**config.mk**
```make
export PLATFORM = sky130hd
export DESIGN_NAME = lphj_ctrl
export DESIGN_NICKNAME = d
export VERILOG_FILES = /design/src/rtl/lphj_pkg.sv /design/src/rtl/lphj_ctrl.sv
export SDC_FILE = /design/constraint.sdc
export NUM_CORES = 1
export LEC_CHECK = 0
export ABC_AREA = 1
export ABC_CLOCK_PERIOD_IN_PS = 1400
export BUFFER_PORTS_ARGS = -buffer_cell sky130_fd_sc_hd__buf_2
export CORE_AREA = 2 2 39 41
export CTS_CLUSTER_DIAMETER = 60
export CTS_CLUSTER_SIZE = 24
export DETAILED_ROUTE_END_ITERATION = 8
export DIE_AREA = 0 0 41 43
export PLACE_DENSITY = 0.49
export REMOVE_ABC_BUFFERS = 1
export SLEW_MARGIN = 20
export SYNTH_ARGS = -nofsm -noshare
export SYNTH_HDL_FRONTEND = slang
export SYNTH_SLANG_ARGS = --single-unit
```
**constraint.sdc**
```tcl
create_clock -name clk -period 1.4 [get_ports clk]
set_clock_uncertainty 0.2 [all_clocks]
set_input_delay 0.28 -clock clk [delete_from_list [all_inputs] [get_ports clk]]
set_output_delay 0.28 -clock clk [all_outputs]
set_load 0.01 [all_outputs]
```
**src/rtl/lphj_pkg.sv**
```systemverilog
package lphj_pkg;

  localparam int KeyW   = 32;
  localparam int PayW   = 32;
  localparam int TotW   = 64;
  localparam int SbW    = 5;
  localparam int StatW  = 3;
  localparam int ReqW   = 2;
  localparam int ApbW   = 32;
  localparam int PaddrW = 2;

  localparam logic [ReqW-1:0] REQ_INSERT = 2'd0;
  localparam logic [ReqW-1:0] REQ_PROBE  = 2'd1;
  localparam logic [ReqW-1:0] REQ_CLEAR  = 2'd2;
  localparam logic [ReqW-1:0] REQ_NONE   = 2'd3;

  localparam logic [StatW-1:0] ST_INSERTED = 3'd0;
  localparam logic [StatW-1:0] ST_FULL     = 3'd1;
  localparam logic [StatW-1:0] ST_ZERO_KEY = 3'd2;
  localparam logic [StatW-1:0] ST_HIT      = 3'd3;
  localparam logic [StatW-1:0] ST_MISS     = 3'd4;
  localparam logic [StatW-1:0] ST_CLEARED  = 3'd5;

  localparam logic [SbW-1:0] SLOT_BITS_RST = 5'd16;

  typedef enum logic [1:0] {
    S_INIT,
    S_IDLE,
    S_CLEAR,
    S_CHECK
  } state_t;

  typedef struct packed {
    logic accept;
    logic step;
    logic finish;
    logic sweep;
  } cmd_t;

  typedef struct packed {
    logic resolved;
    logic sweep_last;
  } stat_t;

endpackage

```
**src/rtl/lphj_ctrl.sv**
```systemverilog
module lphj_ctrl (
  input  logic                      clk,
  input  logic                      rst,
  input  logic                      in_valid,
  input  logic [lphj_pkg::ReqW-1:0] req_type,
  output logic                      in_ready,
  output logic                      out_valid,
  input  logic                      out_ready,
  input  lphj_pkg::stat_t           stat,
  output lphj_pkg::cmd_t            cmd
);

  lphj_pkg::state_t state, state_next;
  logic             out_busy;

  assign out_busy = out_valid && !out_ready;

  always_ff @(posedge clk) begin
    if (rst) begin
      state     <= lphj_pkg::S_INIT;
      out_valid <= 1'b0;
    end else begin
      state <= state_next;
      if (cmd.finish) begin
        out_valid <= 1'b1;
      end else if (out_ready) begin
        out_valid <= 1'b0;
      end
    end
  end

  always_comb begin
    state_next = state;
    unique case (state)
      lphj_pkg::S_INIT: begin
        if (stat.sweep_last) state_next = lphj_pkg::S_IDLE;
      end
      lphj_pkg::S_IDLE: begin
        if (in_valid) begin
          unique case (req_type) inside
            lphj_pkg::REQ_CLEAR:                      state_next = lphj_pkg::S_CLEAR;
            lphj_pkg::REQ_INSERT, lphj_pkg::REQ_PROBE: state_next = lphj_pkg::S_CHECK;
            default:                                  state_next = lphj_pkg::S_IDLE;
          endcase
        end
      end
      lphj_pkg::S_CLEAR: begin
        if (stat.sweep_last) state_next = lphj_pkg::S_CHECK;
      end
      lphj_pkg::S_CHECK: begin
        if (stat.resolved && !out_busy) state_next = lphj_pkg::S_IDLE;
      end
      default: state_next = lphj_pkg::S_INIT;
    endcase
  end

  always_comb begin
    cmd      = '0;
    in_ready = 1'b0;
    unique case (state)
      lphj_pkg::S_INIT: begin
        cmd.sweep = 1'b1;
      end
      lphj_pkg::S_IDLE: begin
        in_ready   = 1'b1;
        cmd.accept = in_valid;
      end
      lphj_pkg::S_CLEAR: begin
        cmd.sweep = 1'b1;
      end
      lphj_pkg::S_CHECK: begin
        cmd.finish = stat.resolved && !out_busy;
        cmd.step   = !stat.resolved;
      end
      default: begin
        cmd = '0;
      end
    endcase
  end

  // a result is only loaded when the output register is free
  a_no_overwrite: assert property (@(posedge clk) disable iff (rst)
    cmd.finish |-> !out_busy)
    else $error("result loaded over an untaken word");

  a_no_accept_in_sweep: assert property (@(posedge clk) disable iff (rst)
    cmd.sweep |-> !in_ready)
    else $error("input taken during table sweep");

  a_init_done: assert property (@(posedge clk) disable iff (rst)
    (state == lphj_pkg::S_INIT && stat.sweep_last) |=> state == lphj_pkg::S_IDLE)
    else $error("reset sweep did not end in idle");

  a_valid_source: assert property (@(posedge clk) disable iff (rst)
    $rose(out_valid) |-> $past(cmd.finish))
    else $error("output valid without a finished item");

  a_step_excl: assert property (@(posedge clk) disable iff (rst)
    !(cmd.step && (cmd.finish || cmd.accept || cmd.sweep)))
    else $error("probe step overlaps another command");

endmodule

```
==> flow_summary.toml <==
[run_status]
outcome = "finished, violations left"
violations = "setup timing"

[logic_synthesis]
synth.most_common_cell = "nand2_1"
synth_area_sq_um = 290
ys_top_cells_by_count = "nand2_1 (12), inv_1 (11), ha_1 (5), nor2_1 (4)"
synth_area_per_cell_sq_um = 6.31
ys_ff_latch = 3
seq_area_frac_synth = 0.207
yosys-top-cells-area = "ha_1 (22%), dfxtp_1 (21%), nand2_1 (16%), inv_1 (14%), nor2_2 (6.5%)"
yosys_warnings = 0
yosysUniqueCellTypes = 11
ys_async_sr_fraction = 0
synth_flop_cell = "dfxtp_1"
synth_cells = 46
synth-edff-count = 0
synth_top_area_share = 0.216
yosys.area.top_type = "ha_1"

[clock_network]
cts_root_buf = "clkbuf_4"
cts.sinks = 3
cts_hold_buffers = 0
clock_path_buffers = 2
clkLatencyLatePin_ns = 0.23
numCtsBuffers = 3
cts_tree = "built"
clk_pin_slew_ns = 0.04
htreeDepth = 1

[worst_setup_path]
worstSetupStartpoint = "state[0]$_SDFFE_PP0P_"
end_kind = "output port"
r2r_end = "state[0]$_SDFFE_PP0P_"
rr_worst_depth = 9
cpPeakStageDelay_ns = 0.36
path_cells = "buf_4 -> ha_4 -> nand2_1 -> inv_1 -> buf_2"
r2r_slack_ns = -0.05
critPathCapture = "cmd[3]"
timing.rr.start = "state[1]$_SDFFE_PP0P_"
critical_path_class = "reg2out"
crit_arrival_ns = 1.09
cp-start-kind = "flip-flop"
crit_required_ns = 0.92
crit_path_top_delay_cell = "dfxtp_4"
crit_fanout = 4

[hold_path]
worst_hold_path_type = "in2reg"

[power_and_ir_drop]
irDropWorstVdd_mv = 0.591
report.power.total_uw = 949
p_per_area_mw_per_mm2 = 1930
leakagePower_uw = 0.000259

[sta]
layout_setup_ws_ns = -0.172
clock.fmax_mhz = 636
setup_tns_ns = -0.722
setup_viol = 7
fin_crit_ns = 1.57
layout_worst_path_cycle_share = 1.12
rsz0062_at_grt = "yes"
hold_viol_final = 0
worstMarginPinSlew_ns = 0.142
slew_violations = 0
relSlewSlack = 0.904

[final_layout]
postLayoutCellArea_sq_um = 492
final_cells = 81
nNetsFinal = 79
areaGrowthSynthToFinish_pct = 69.4
postLayoutCoreUtil = 0.355
drive_gt1_frac = 0.523
n_antenna_cell = 0

[grt]
grt_antenna_before_repair = 0
grt_use_total = 0.0862
grt_pass1_wl_um = 1010
grt_overflow = 0
grt_max_degree = 5
grt_pass1_vias = 295

[route]
first_iter_violations = 0
drtAntennaViolNets = 0
vias = 316
drt_first_pass_iters = 1
drc = 0
vias_per_cell = 3.90
drt-total-wl_um = 598
wl_per_cell_um = 7.38

[placement]
postPlaceCellArea_sq_um = 383
dp.cells = 76
gp_congestion = 0.651
place_hpwl_um = 468
io_buffer_count = 13

[flow_run]
maxCapViolCount = 0

[floorplanning]
die_x_um = 41
dieArea_sq_mm = 0.00176
die_h_um = 43
num_io_pins = 14
fp-row-count = 14
design.core.area_sq_mm = 0.00138
initial_core_util = 0.210
-- metrics by stage --
step / setup WS [ns] / hold slack, ns
3_3_place_gp: -0.0719 / 0.343
6_report: -0.172 / 0.0975
3_5_place_dp: -0.0871 / 0.345
5_1_grt: -0.213 / 0.111
2_1_floorplan: 0.00242 / 0.245
4_1_cts: -0.174 / 0.0912
-- power by group --
part	internal (uW)	switching [uW]	total (uW)
logic	294	315	609
clock network	107	41.7	148
registers	132	59.7	192
-- critical path: cells and delay by family, from the launching register on --
family,cells,cell delay (ns)
DFF,1,0.36
buffers and inverters,3,0.30
and+or+nand+nor,1,0.05
adders and majority gates,1,0.15
-- per-layer routing --
layer / GRT usage / wire length, um / up-vias
li1: - / - / 174
met1: 0.0927 / 251 / 135
met2: 0.131 / 315 / 7
met3: 0.0314 / 31 / 0
met4: 0.0600 / 0 / 0
met5: 0 / 0 / -
-- placed cells by master, fill, tap and decap left out --
cell type and count:
a21oi_1 3, buf_2 13, buf_4 2, clkbuf_1 1
clkbuf_4 3, dfxtp_1 1, dfxtp_4 2, ha_2 1
ha_4 4, inv_1 8, inv_2 1, inv_4 2
nand2_1 12, nand2_2 1, nand3_1 1, nand3_2 1
nor2_1 4, nor2_2 2, nor2_4 2, o21ai_0 1
-- final cells by class --
cell class              count  area [sq um]
fillers                   161           892
multi-input cells          32           251
repair buffers             15          80.1
flip-flops and latches      3          67.6
inverters                  11          46.3
clock buffers               4          26.3
well taps                  16          20.0
-- sequential cells by signal, summed over array words and instances (netlist names) --
register and cells:
state 2, out_valid 1
-- how the worst min path moves through the flow --
stage / cells past startpoint / to / from / slack (ns)
3_5_place_dp: 4 / out_valid$_SDFFE_PP0P_ / rst / 0.35
3_3_place_gp: 4 / out_valid$_SDFFE_PP0P_ / rst / 0.34
4_1_cts: 4 / state[1]$_SDFFE_PP0P_ / rst / 0.09
2_1_floorplan: 3 / out_valid$_SDFFE_PP0P_ / rst / 0.24
6_report: 4 / state[1]$_SDFFE_PP0P_ / rst / 0.1
5_1_grt: 4 / state[1]$_SDFFE_PP0P_ / rst / 0.11
-- repair_timing --
| action | CTS | global route |
|---|---|---|
| setup buffers | 1 | 0 |
| gates resized for setup | 13 | 7 |
| setup endpoints to repair | 7 | 7 |
| pin swaps | 1 | 4 |
-- kinds of logic (layout without fill, tap and decap cells) --
kind of cell    count (synthesis)  after routing  synth area share
compound gates                  4              4            0.0689
fa+ha+maj                       5              5             0.216
buf+inv                        11             30             0.142
flops                           3              3             0.207
simple gates                   23             23             0.366
(Power assumes the default switching activity.)
