File: src/rtl/lphj_pkg.sv
package lphj_pkg;

  localparam int KeyW   = 32;
  localparam int PayW   = 32;
  localparam int TotW   = 64;
  localparam int SbW    = 5;
  localparam int StatW  = 3;
  localparam int ReqW   = 2;
  localparam int ApbW   = 32;
  localparam int PaddrW = 2;

  localparam logic [ReqW-1:0] REQ_INSERT = 2'd0;
  localparam logic [ReqW-1:0] REQ_PROBE  = 2'd1;
  localparam logic [ReqW-1:0] REQ_CLEAR  = 2'd2;
  localparam logic [ReqW-1:0] REQ_NONE   = 2'd3;

  localparam logic [StatW-1:0] ST_INSERTED = 3'd0;
  localparam logic [StatW-1:0] ST_FULL     = 3'd1;
  localparam logic [StatW-1:0] ST_ZERO_KEY = 3'd2;
  localparam logic [StatW-1:0] ST_HIT      = 3'd3;
  localparam logic [StatW-1:0] ST_MISS     = 3'd4;
  localparam logic [StatW-1:0] ST_CLEARED  = 3'd5;

  localparam logic [SbW-1:0] SLOT_BITS_RST = 5'd16;

  typedef enum logic [1:0] {
    S_INIT,
    S_IDLE,
    S_CLEAR,
    S_CHECK
  } state_t;

  typedef struct packed {
    logic accept;
    logic step;
    logic finish;
    logic sweep;
  } cmd_t;

  typedef struct packed {
    logic resolved;
    logic sweep_last;
  } stat_t;

endpackage

File: src/rtl/lphj_dp.sv
module lphj_dp #(
  parameter int LOG_SLOTS = 16
) (
  input  logic                         clk,
  input  logic                         rst,
  input  lphj_pkg::cmd_t               cmd,
  output lphj_pkg::stat_t              stat,
  input  logic [lphj_pkg::ReqW-1:0]    req_type,
  input  logic [lphj_pkg::KeyW-1:0]    key,
  input  logic [lphj_pkg::PayW-1:0]    payload,
  output logic [lphj_pkg::StatW-1:0]   status,
  output logic [lphj_pkg::PayW-1:0]    found_value,
  output logic [lphj_pkg::TotW-1:0]    match_count,
  output logic [lphj_pkg::TotW-1:0]    running_checksum,
  input  logic                         psel,
  input  logic                         penable,
  input  logic                         pwrite,
  input  logic [lphj_pkg::ApbW-1:0]    pwdata,
  output logic [lphj_pkg::ApbW-1:0]    prdata,
  output logic                         ram_we,
  output logic [LOG_SLOTS-1:0]         ram_waddr,
  output logic [lphj_pkg::KeyW+lphj_pkg::PayW-1:0] ram_wdata,
  output logic [LOG_SLOTS-1:0]         ram_raddr,
  input  logic [lphj_pkg::KeyW+lphj_pkg::PayW-1:0] ram_rdata
);

  logic [lphj_pkg::SbW-1:0]   slot_bits;
  logic [lphj_pkg::SbW-1:0]   k_eff;
  logic [LOG_SLOTS-1:0]       mask;
  logic [lphj_pkg::ReqW-1:0]  op;
  logic [lphj_pkg::KeyW-1:0]  key_q;
  logic [lphj_pkg::PayW-1:0]  pay_q;
  logic [LOG_SLOTS-1:0]       idx;
  logic [LOG_SLOTS-1:0]       steps;
  logic [LOG_SLOTS-1:0]       swp;
  logic [LOG_SLOTS-1:0]       home;
  logic [LOG_SLOTS-1:0]       idx_inc;
  logic [lphj_pkg::KeyW-1:0]  rkey;
  logic [lphj_pkg::PayW-1:0]  rval;
  logic                       zero_key;
  logic                       hit;
  logic                       empty;
  logic                       last;
  logic                       resolved;
  logic [lphj_pkg::StatW-1:0] res_status;
  logic                       do_insert;

  // config register, its low SbW bits read back as written and the upper bits read as zero
  always_ff @(posedge clk) begin
    if (rst) begin
      slot_bits <= lphj_pkg::SLOT_BITS_RST;
    end else if (psel && penable && pwrite) begin
      slot_bits <= pwdata[lphj_pkg::SbW-1:0];
    end
  end

  assign prdata = {{(lphj_pkg::ApbW-lphj_pkg::SbW){1'b0}}, slot_bits};

  always_comb begin
    k_eff = slot_bits;
    if (slot_bits == '0) k_eff = lphj_pkg::SbW'(1);
    else if (slot_bits > lphj_pkg::SbW'(LOG_SLOTS)) k_eff = lphj_pkg::SbW'(LOG_SLOTS);
  end

  assign mask    = ~({LOG_SLOTS{1'b1}} << k_eff);
  assign home    = key[LOG_SLOTS-1:0] & mask;
  assign idx_inc = (idx + 1'b1) & mask;
  assign rkey    = ram_rdata[lphj_pkg::KeyW+lphj_pkg::PayW-1:lphj_pkg::PayW];
  assign rval    = ram_rdata[lphj_pkg::PayW-1:0];

  always_ff @(posedge clk) begin
    if (cmd.accept) begin
      op    <= req_type;
      key_q <= key;
      pay_q <= payload;
      idx   <= home;
      steps <= '0;
    end else if (cmd.step) begin
      idx   <= idx_inc;
      steps <= steps + 1'b1;
    end
  end

  // sweep pointer wraps back to zero after the last slot
  always_ff @(posedge clk) begin
    if (rst) begin
      swp <= '0;
    end else if (cmd.sweep) begin
      swp <= swp + 1'b1;
    end
  end

  assign stat = '{resolved: resolved, sweep_last: &swp};

  // next slot is read as the index advances, so its data arrives together with the new index
  always_comb begin
    if (cmd.accept)    ram_raddr = home;
    else if (cmd.step) ram_raddr = idx_inc;
    else               ram_raddr = idx;
  end

  assign zero_key = (key_q == '0);
  assign hit      = (rkey == key_q);
  assign empty    = (rkey == '0);
  assign last     = (steps == mask);

  always_comb begin
    resolved   = 1'b1;
    res_status = lphj_pkg::ST_MISS;
    case (op)
      lphj_pkg::REQ_CLEAR: begin
        res_status = lphj_pkg::ST_CLEARED;
      end
      lphj_pkg::REQ_INSERT: begin
        if (zero_key) begin
          res_status = lphj_pkg::ST_ZERO_KEY;
        end else begin
          resolved   = empty || last;
          res_status = empty ? lphj_pkg::ST_INSERTED : lphj_pkg::ST_FULL;
        end
      end
      lphj_pkg::REQ_PROBE: begin
        if (zero_key) begin
          res_status = lphj_pkg::ST_ZERO_KEY;
        end else begin
          resolved   = hit || empty || last;
          res_status = hit ? lphj_pkg::ST_HIT : lphj_pkg::ST_MISS;
        end
      end
      default: begin
        res_status = lphj_pkg::ST_MISS;
      end
    endcase
  end

  assign do_insert = cmd.finish && (res_status == lphj_pkg::ST_INSERTED);

  assign ram_we    = cmd.sweep || do_insert;
  assign ram_waddr = cmd.sweep ? swp : idx;
  assign ram_wdata = cmd.sweep ? '0 : {key_q, pay_q};

  always_ff @(posedge clk) begin
    if (cmd.finish) begin
      status      <= res_status;
      found_value <= (res_status == lphj_pkg::ST_HIT) ? rval : '0;
    end
  end

  // totals only move when a result is loaded, so they double as output words
  always_ff @(posedge clk) begin
    if (rst) begin
      match_count      <= '0;
      running_checksum <= '0;
    end else if (cmd.finish) begin
      if (res_status == lphj_pkg::ST_CLEARED) begin
        match_count      <= '0;
        running_checksum <= '0;
      end else if (res_status == lphj_pkg::ST_HIT) begin
        match_count      <= match_count + 1'b1;
        running_checksum <= running_checksum + lphj_pkg::TotW'(pay_q)
                            + lphj_pkg::TotW'(rval);
      end
    end
  end

endmodule

File: config.mk
export PLATFORM = sky130hd
export DESIGN_NAME = lphj_dp
export DESIGN_NICKNAME = d
export VERILOG_FILES = /design/src/rtl/lphj_pkg.sv /design/src/rtl/lphj_dp.sv
export SDC_FILE = /design/constraint.sdc
export NUM_CORES = 1
export LEC_CHECK = 0
export ABC_CLOCK_PERIOD_IN_PS = 7640
export BUFFER_PORTS_ARGS = -buffer_cell sky130_fd_sc_hd__buf_2
export CAP_MARGIN = 20
export CORE_AREA = 2 2 252 254
export DETAILED_ROUTE_END_ITERATION = 6
export DIE_AREA = 0 0 254 256
export GPL_TIMING_DRIVEN = 0
export HOLD_SLACK_MARGIN = 0.12
export SLEW_MARGIN = 20
export SYNTH_ARGS = -nofsm -noshare
export SYNTH_HDL_FRONTEND = slang
export SYNTH_SLANG_ARGS = --single-unit
export TNS_END_PERCENT = 50
File: constraint.sdc
create_clock -name clk -period 7.64 [get_ports clk]
set_input_delay 0.382 -clock clk [delete_from_list [all_inputs] [get_ports clk]]
set_output_delay 0.382 -clock clk [all_outputs]
set_load 0.01 [all_outputs]
==> metrics.txt <==
skew final 14.8 ps; Post-DP Area 0.0187 sq mm; share of layout cells above drive strength 1 25.5%; Antenna diodes 0; largest family of logic cells by synthesized area simple AND/OR/NAND/NOR gates; mux cell area share after synthesis 1.54%; Post-Synth XOR/XNOR Area 8.88%; pre-CTS worst setup slack 3420 ps; prevailing post-synth register cell dfxtp_1; DRT iter0 DRCs 777; DR WL/cell 19.1 um; DIE WIDTH 254 um; via count 14300; global-route wire length before repair 86900 um; Worst EP arrival 4660 ps; Max-Cap Viols 0; Slew headroom 34.3%; Setup TNS 0 ps; GR Overflow Total 0; Clock Tree Root clkbuf_16; final hold violation count 0; DRC viols 0; GPL Wtd Cong 0.901; Power Dens Cells 203 mW/mm^2; R2R Setup Slk 3520 ps; # clock sinks 282; post-synthesis compound-gate area fraction 11.9%; Cell Rows 92; Worst setup startpoint ram_rdata[15]; final slew viol count 0; syn_area_per_cell 9.48 sq um; Adder-Cell Fraction of Synth Area 7.18%; first drt pass iteration count 6; Worst Tran Pin Value 985 ps; die area 0.0650 sq mm; htree depth 2; hpwl dp 45200 um; vias in the first global route 14100; CP Launch Type primary input; Ys Warns 0; Worst R2R Start running_checksum[15]$_SDFFE_PP0P_; Fillers 6618; Hold WC Path Type primary input to register; mapped cell area 0.0155 sq mm; Worst Min Path Start ram_rdata[19]; # port buffers 407; pin count of the biggest net entering global routing 41; clock slew at reported path FFs 60 ps; CP max FO 10; minimum clock period 4210 ps; Sw Ratio 28.4%; setup ws final 3430 ps; cells after synthesis 1634; area grow syn2layout 34.3%; Lkg Pwr 8.50 nW; register area share after synthesis 43.0%; Final Instance Area 0.0208 sq mm; Switching Power 1.20 mW; Clk pwr share 43.9%; endpoints failing setup 0; TritonCTS clock tree built; Synth Area in Simple Gates 23.5%; gr usage total 17.5%; combinational power share 16.4%; Tcrit/Tclk final 55.1%; I/O pin total 465; Core Region 0.0624 sq mm; sequential power share 39.6%; Async SR Flop Fraction 0%; clk_lat worst skew 560 ps; final core utilization 33.3%; CP Capture Type register; RSZ-0062 raised after global routing false; cts bufs inserted 39; Req. time, crit path 8100 ps; Die H 256 um; Netlist cell types 75; WL final 58500 um; P_int 3.02 mW; vias per cell 4.68; VDD IR max 0.155 mV; number of synthesized flops with an enable pin 101; Max Clk Rate 0.238 GHz; initial antenna violation count 2; status finished clean; DRT antenna net count 0; Initial Utilization 24.8%; Nets 2430; number of synthesized register bits 282; clk buf depth 3; Worst Setup Path Type primary input to register
-- placed cells by master, fill, tap and decap left out, types with 15 or more instances in the layout --
master,n
and3_1,32
conb_1,27
and2_1,44
buf_4,30
ha_1,36
nor2_1,151
nand3_1,49
fa_1,33
nand2_1,136
buf_2,417
dlygate4sd3_1,80
or3_1,27
mux2_2,15
nor3_1,40
inv_1,32
dfxtp_1,181
clkbuf_16,41
clkbuf_1,61
nor4_1,26
xor2_1,51
nor2b_1,70
xnor2_1,106
edfxtp_1,101
nand4_1,44
o21ai_0,66
a21oi_1,110
-- registers in the layout (all words and copies together) (netlist names) --
signal            cells
slot_bits             5
idx                  16
status                3
pay_q                32
op                    2
running_checksum     64
found_value          32
swp                  16
steps                16
match_count          64
key_q                32
-- worst max-delay path, cell delays in order --
cell	delay, ps
dlygate4sd3_1	540
buf_2	130
fa_1	470
ha_1	390
and4_1	230
and3_1	190
a211oi_1	590
nand4_1	280
nand4_1	420
and2_0	190
clkbuf_1	280
buf_2	290
o311ai_0	150
o41ai_1	110
-- synthesized netlist by cell type, types with 11 or more instances --
library cell / number / share of area (%)
a21o_1: 12 / 0.58
a21oi_1: 110 / 3.6
and2_1: 44 / 1.8
and3_1: 32 / 1.3
buf_4: 29 / 1.4
clkbuf_1: 54 / 1.3
dfxtp_1: 181 / 23
edfxtp_1: 101 / 20
fa_1: 33 / 4.3
ha_1: 36 / 2.9
inv_1: 32 / 0.78
mux2_2: 15 / 1.1
nand2_1: 136 / 3.3
nand3_1: 49 / 1.6
nand4_1: 44 / 1.8
nor2_1: 151 / 3.7
nor2b_1: 70 / 2.8
nor3_1: 40 / 1.3
nor4_1: 26 / 1.1
o21ai_0: 66 / 2.1
o31ai_1: 14 / 0.68
or3_1: 27 / 1.1
or4_1: 11 / 0.53
xnor2_1: 106 / 6.0
xor2_1: 51 / 2.9
-- area by class of cell --
cell class	instances	area (sq um)	area share [%]
inverter	32	120	0.577
sequential	282	6660	32.0
multi-input combinational	1248	8310	39.9
tap	846	1060	5.09
clock inverter	19	190	0.914
buffer	98	498	2.39
timing repair buffer	489	2870	13.8
clock buffer	52	1100	5.28
-- layer usage --
layer	track usage, %	wire length (um)	vias up
li1	-	-	6891
met1	21.9	25100	6834
met2	29.3	27600	507
met3	4.34	4070	104
met4	5.74	1760	4
met5	0	21	-
-- per-stage QoR --
| step | instances | total power, mW | hold WS (ps) |
|---|---|---|---|
| 4_1_cts | 3066 | 4.26 | 122 |
| 3_3_place_gp | 2913 | 2.36 | 475 |
| 3_5_place_dp | 2915 | 2.36 | 480 |
| 6_report | 3066 | 4.21 | 152 |
| 2_1_floorplan | 1660 | 2.09 | 458 |
| 5_1_grt | 3066 | 4.40 | 140 |
-- what timing repair did --
action / 4_1_cts / 5_1_grt
gates resized for setup: 0 / 0
buffers inserted: 0 / 0
hold endpoints to repair: 83 / 0
hold buffers: 80 / 0
-- power by group through the flow --
stage	registers [mW]	clock network, mW	logic [mW]
finish	1.67	1.85	0.692
global route	1.68	1.97	0.760
CTS	1.67	1.90	0.690
global placement	1.70	0	0.652
floorplan	1.68	0	0.405
detailed placement	1.70	0	0.653
-- cells by family after synthesis --
group,Yosys count
AO/OA/AOI/OAI,290
buffers and inverters,130
XOR/XNOR,157
flip-flops,282
adder cells (fa/ha/maj),69
multiplexers,22
AND/OR/NAND/NOR,683
other,1
-- final timing paths --
check                                 endpoint  cells past startpoint
max          running_checksum[57]$_SDFFE_PP0P_                     14
min              found_value[19]$_SDFFCE_PP0P_                      2
max reg2reg  running_checksum[57]$_SDFFE_PP0P_                     12
min reg2reg              steps[8]$_SDFFE_PP0P_                      2
No activity file was read; power rests on OpenSTA's default activity.
